$ cat config.mk
export PLATFORM = sky130hd
export DESIGN_NAME = rqlh_front
export DESIGN_NICKNAME = d
export VERILOG_FILES = /design/src/design/rqlh_pkg.sv /design/src/design/rqlh_front.sv
export SDC_FILE = /design/constraint.sdc
export NUM_CORES = 1
export LEC_CHECK = 0
export ABC_AREA = 1
export BUFFER_PORTS_ARGS = -buffer_cell sky130_fd_sc_hd__buf_4
export CAP_MARGIN = 10
export CORE_MARGIN = 1.5
export CORE_UTILIZATION = 47
export DETAILED_ROUTE_END_ITERATION = 10
export PLACE_DENSITY_LB_ADDON = 0.1
export RECOVER_POWER = 25
export SLEW_MARGIN = 5
export SYNTH_ARGS = -nofsm -noshare
export SYNTH_HDL_FRONTEND = slang
export SYNTH_SLANG_ARGS = --single-unit
$ cat constraint.sdc
create_clock -name clk -period 5.2 [get_ports clk]
set_clock_uncertainty 0.1 [all_clocks]
set_input_delay 0.78 -clock clk [delete_from_list [all_inputs] [get_ports clk]]
set_output_delay 0.78 -clock clk [all_outputs]
set_load 0.1 [all_outputs]
$ cat src/design/rqlh_pkg.sv
// Shared types and constants for the run-queue latency histogram core.
// No dependencies; the design files that use it refer to it by scoped names.
package rqlh_pkg;

	localparam int TABLE_ENTRIES_DEF = 8192;
	localparam int PROBE_LIMIT_DEF   = 8;
	localparam int NUM_BINS          = 32;
	localparam int BIN_W             = 5;
	localparam int MAX_BIN           = 31;
	localparam int TASK_W            = 22;
	localparam int TIME_W            = 64;
	localparam int REQ_W             = 2;
	localparam int STAT_W            = 2;
	localparam int NS_PER_US         = 1000;
	localparam logic [31:0] HASH_MULT = 32'h9E3779B1;
	// One table word: valid flag, task id and wake time.
	localparam int SLOT_W            = 1 + TASK_W + TIME_W;

	typedef enum logic [REQ_W-1:0] {
		REQ_WAKE   = 2'd0,
		REQ_SWITCH = 2'd1,
		REQ_READ   = 2'd2,
		REQ_NONE   = 2'd3
	} req_t;

	typedef enum logic [STAT_W-1:0] {
		ST_OK    = 2'd0,
		ST_DROP  = 2'd1,
		ST_NOREC = 2'd2
	} stat_t;

	typedef struct packed {
		req_t               req;
		logic [TASK_W-1:0]  task_id;
		logic [TIME_W-1:0]  time_ns;
		logic [BIN_W-1:0]   sel;
	} item_t;

	typedef struct packed {
		logic clr_done;
		logic pop;
	} bk_ctrl_t;

	typedef enum logic [3:0] {
		S_CLEAR,
		S_IDLE,
		S_HASH,
		S_MOD,
		S_RD,
		S_CK,
		S_DECIDE,
		S_LAT,
		S_BIN
	} bk_state_t;

endpackage

$ cat src/design/rqlh_front.sv
// Front end: accepts requests and queues them two deep.
// Uses rqlh_pkg.
module rqlh_front (
	input  logic                             clk,
	input  logic                             arst_n,
	input  logic                             in_valid,
	output logic                             in_ready,
	input  logic [rqlh_pkg::REQ_W-1:0]       req_type,
	input  logic [rqlh_pkg::TASK_W-1:0]      task_id,
	input  logic [rqlh_pkg::TIME_W-1:0]      time_ns,
	input  logic [rqlh_pkg::BIN_W-1:0]       bin_select,
	input  rqlh_pkg::bk_ctrl_t               bk_ctrl,
	output logic                             q_valid,
	output rqlh_pkg::item_t                  q_head
);

	rqlh_pkg::item_t fifo_q [2];
	logic            wr_ptr_q;
	logic            rd_ptr_q;
	logic [1:0]      cnt_q;
	logic            push;
	logic            pop;

	// Requests are held off while the table clear runs or the queue is full.
	assign in_ready = (cnt_q != 2'd2) && bk_ctrl.clr_done;
	assign push     = in_valid && in_ready;
	assign pop      = bk_ctrl.pop && (cnt_q != 2'd0);
	assign q_valid  = (cnt_q != 2'd0);
	assign q_head   = fifo_q[rd_ptr_q];

	// Queue pointers and fill level.
	always_ff @(posedge clk or negedge arst_n) begin
		if (!arst_n) begin
			wr_ptr_q <= 1'b0;
			rd_ptr_q <= 1'b0;
			cnt_q    <= '0;
		end else begin
			if (push) begin
				wr_ptr_q <= ~wr_ptr_q;
			end
			if (pop) begin
				rd_ptr_q <= ~rd_ptr_q;
			end
			cnt_q <= cnt_q + {1'b0, push} - {1'b0, pop};
		end
	end

	// Queue storage.
	always_ff @(posedge clk) begin
		if (push) begin
			fifo_q[wr_ptr_q] <= '{req: rqlh_pkg::req_t'(req_type), task_id: task_id,
				time_ns: time_ns, sel: bin_select};
		end
	end

endmodule

# == Word-level counts from Yosys, hierarchy flattened ==
# Memory sizes are Yosys's and may differ from the RTL's.
# Cells that the tools add are included.
# totals
output_inout_bits,95
ff_bits,4
mem_bits_rw,186
memories,1
inputBits,98
# classes
reduce_logical,4
n_eq_ne,1
add_sub_neg,2
n_bitwise,2
mux,2
# mem_list
name,words,word_bits,read_ports,rd_ports_with_merged_regs,wr,line,rtl
fifo_q,2,93,1,0,1,rqlh_front.sv:17,rqlh_pkg::item_t fifo_q [2];
# ops
cell,count
logical AND 1 bit,3
adder 2 x 1 -> 2 bit,1
two-way mux 1 bit,2
"!= test 2 bit, second input constant",1
inverter 1 bit,2
nonzero test 2 bit,1
subtractor 2 x 1 -> 2 bit,1

# == Depth between registers and ports, before layout ==
# depth
depth_word,5
ltp_mapped,10

# == Least setup slack after synthesis ==
# No wires, ideal clock.
# synth_timing
path_kind,input port to flip-flop
from,input in_valid
to,memory fifo_q[1][0] (netlist bit) (enable)
path_buffers,0
required_ns,4.555
path_stages,2
arrival_ns,4.777
setup_slack_ns,-0.223
path_cell_list,nand3_1 > nor2_1
# synth_between
elab_chain_cells,3
# synth_lines
element,line,rtl
start: declaration,rqlh_front.sv:6,"input logic in_valid,"
logical AND 1 bit,rqlh_front.sv:26,assign push = in_valid && in_ready;
two-way mux 1 bit,rqlh_front.sv:50,if (push) begin
two-way mux 1 bit (not written as such),rqlh_front.sv:51,"fifo_q[wr_ptr_q] <= '{req: rqlh_pkg::req_t'(req_type), task_id: task_id,"
end: declaration,rqlh_front.sv:17,
# No other way between the ends.

==> flow_summary.toml <==
[outcome]
outcome = "completed"

[routing]
route.final.wire_length_mm = 13.89
antenna_left = 0
drc = 0
viasPerCell = 4.738
vias = 4312
drt_iter0_drc = 314
wl_per_cell_um = 15.26
drt-pass1-iter-count = 4

[setup_path]
critPathTopFamily = "buffers and inverters"
crit_fanout = 61
cp_num_buf_inv = 3
path_class = "register to output port"
critPathLaunchType = "register"
crit_required_ps = 4320
slowest_delay_ps = 660
worstSetupEndpointType = "output port"
arrival_ps = 2500
crit_chain = "clkinv_2 > buf_4 > nand2_1 > nand2_1 > buf_4"
cp_slowest_cell = "clkinv_2"

[layout]
layout.nets = 813
n_fill_cell = 1115
final_cell_mix = "nand2_1, edfxtp_1, buf_4, clkbuf_4, clkbuf_16"
drive_gt1_share_pct = 29.89
finish.utilization_pct = 62.51
n_antenna_cell = 0
final_common_cell = "nand2_1"
stdcell_area_mm2 = 0.009120
areaGrowthSynthToFinish_pct = 29.84

[logic_synthesis]
synth.net_count = 619
synthDistinctLibCells = 12
ys_ff_latch = 190
ys_warn_count = 0
syn_inst = 519
syn_area_mm2 = 0.007024
ys_seq_area_share_pct = 80.94
avgSynthCellArea_um2 = 13.53

[timing]
grt_setup_unrepaired = "false"
relSlewSlack_pct = 31.27
period_needed_ps = 3380
setup_violations = 0
hold_viol_final = 0
fmax_mhz = 295.8
fin_crit_sh_pct = 65.01
hold-worst-slack_ps = 110.6
tightestPinTransition_ps = 1031
fin_tns_setup_ps = 0
slew_violations = 0

[clock_tree]
holdBufCountCts = 0
path_clk_slew_ps = 60
cts_max_level = 4
numCtsBuffers = 17
ctsResizeCount = 0
cts_max_path_buffers = 2
clock_latency_ps = 420
cts_sinks = 190
cts_setup_buffers = 0
root_buffer = "clkbuf_16"
cts_tree = "built"

[global_route]
grt_pass1_wl_mm = 21.54
grt_overflow = 0
grt_pass1_vias = 4274
antenna_found_initial = 0
grt_max_degree = 95
grt_util_all_layers_pct = 18.08

[floorplanning]
die_h_um = 125.3
dieArea_mm2 = 0.01569
io_pins = 193
rows = 44
coreArea_mm2 = 0.01459
die_w_um = 125.3
initial_core_util_pct = 48.15

[placement]
io_buffers = 192
place_area_mm2 = 0.008598
place.gp.congestion = 0.7206
dp_hpwl_mm = 8.657

[hold_path]
hold_class = "input port to async pin"

[run]
max_cap_viol_count = 0
[cells in the mapped netlist]
cell,number,area share (%)
a21boi_0,1,0.11
buf_2,13,0.93
buf_6,8,1.3
dfrtp_1,4,1.4
edfxtp_1,186,80
ha_1,2,0.36
inv_1,8,0.43
inv_2,1,0.053
nand2_1,291,16
nand3_1,3,0.21
nand4_1,1,0.089
nor2_1,1,0.053
[worst reg2reg max path, cell delays in order (launching register included)]
cell     delay (ps)
dfrtp_1         380
inv_1           110
nand4_1         180
inv_4           740
buf_4           480
[cell families (layout without fill, tap and decap cells)]
kind of cell	count (synthesis)	after routing	synth area share, %
fa+ha+maj	2	2	0.3562
compound gates	1	1	0.1069
flops	190	190	80.94
simple gates	296	296	15.91
buf+inv	30	237	2.690
[sequential cells by signal (all words and copies together), names as in the netlist]
name / count
rd_ptr_q: 1
cnt_q: 2
fifo_q: 186
wr_ptr_q: 1
[path summary, 6_finish.rpt]
kind / from / end / slack (ps) / cells past startpoint
max in group asynchronous: arst_n / rd_ptr_q / 4630 / 1
worst max register to register: wr_ptr_q / fifo_q[0][85] / 2890 / 4
worst max-delay path: rd_ptr_q / q_head[68] / 1820 / 5
min in group clk: wr_ptr_q / wr_ptr_q / 370 / 2
worst min register to register: wr_ptr_q / wr_ptr_q / 370 / 2
worst min-delay path: arst_n / cnt_q[1] / 110 / 1
[area by class of cell]
class | count | area [µm²] | share of cell area (%)
Clock inverter | 14 | 126.4 | 1.386
Timing Repair Buffer | 196 | 1450 | 15.90
Inverter | 9 | 37.54 | 0.4116
Clock buffer | 18 | 429.2 | 4.706
Tap cell | 184 | 230.2 | 2.524
Multi-Input combinational cell | 299 | 1157 | 12.69
Sequential cell | 190 | 5689 | 62.38
[through the flow]
step,cells,setup WS [ps]
after floorplan,519,1335
after global placement,878,2213
after detailed placement,878,2197
after CTS,910,1726
after global routing,910,1624
final,910,1820
[per-layer routing]
layer / routed length [µm] / track usage [%]
met5: 0 / 0
met4: 256 / 7.487
met3: 1104 / 7.060
met2: 7040 / 29.96
met1: 5489 / 21.19
Power is not shown: default switching activity piles up to over one toggle a cycle in this logic, so the estimate is an artifact.
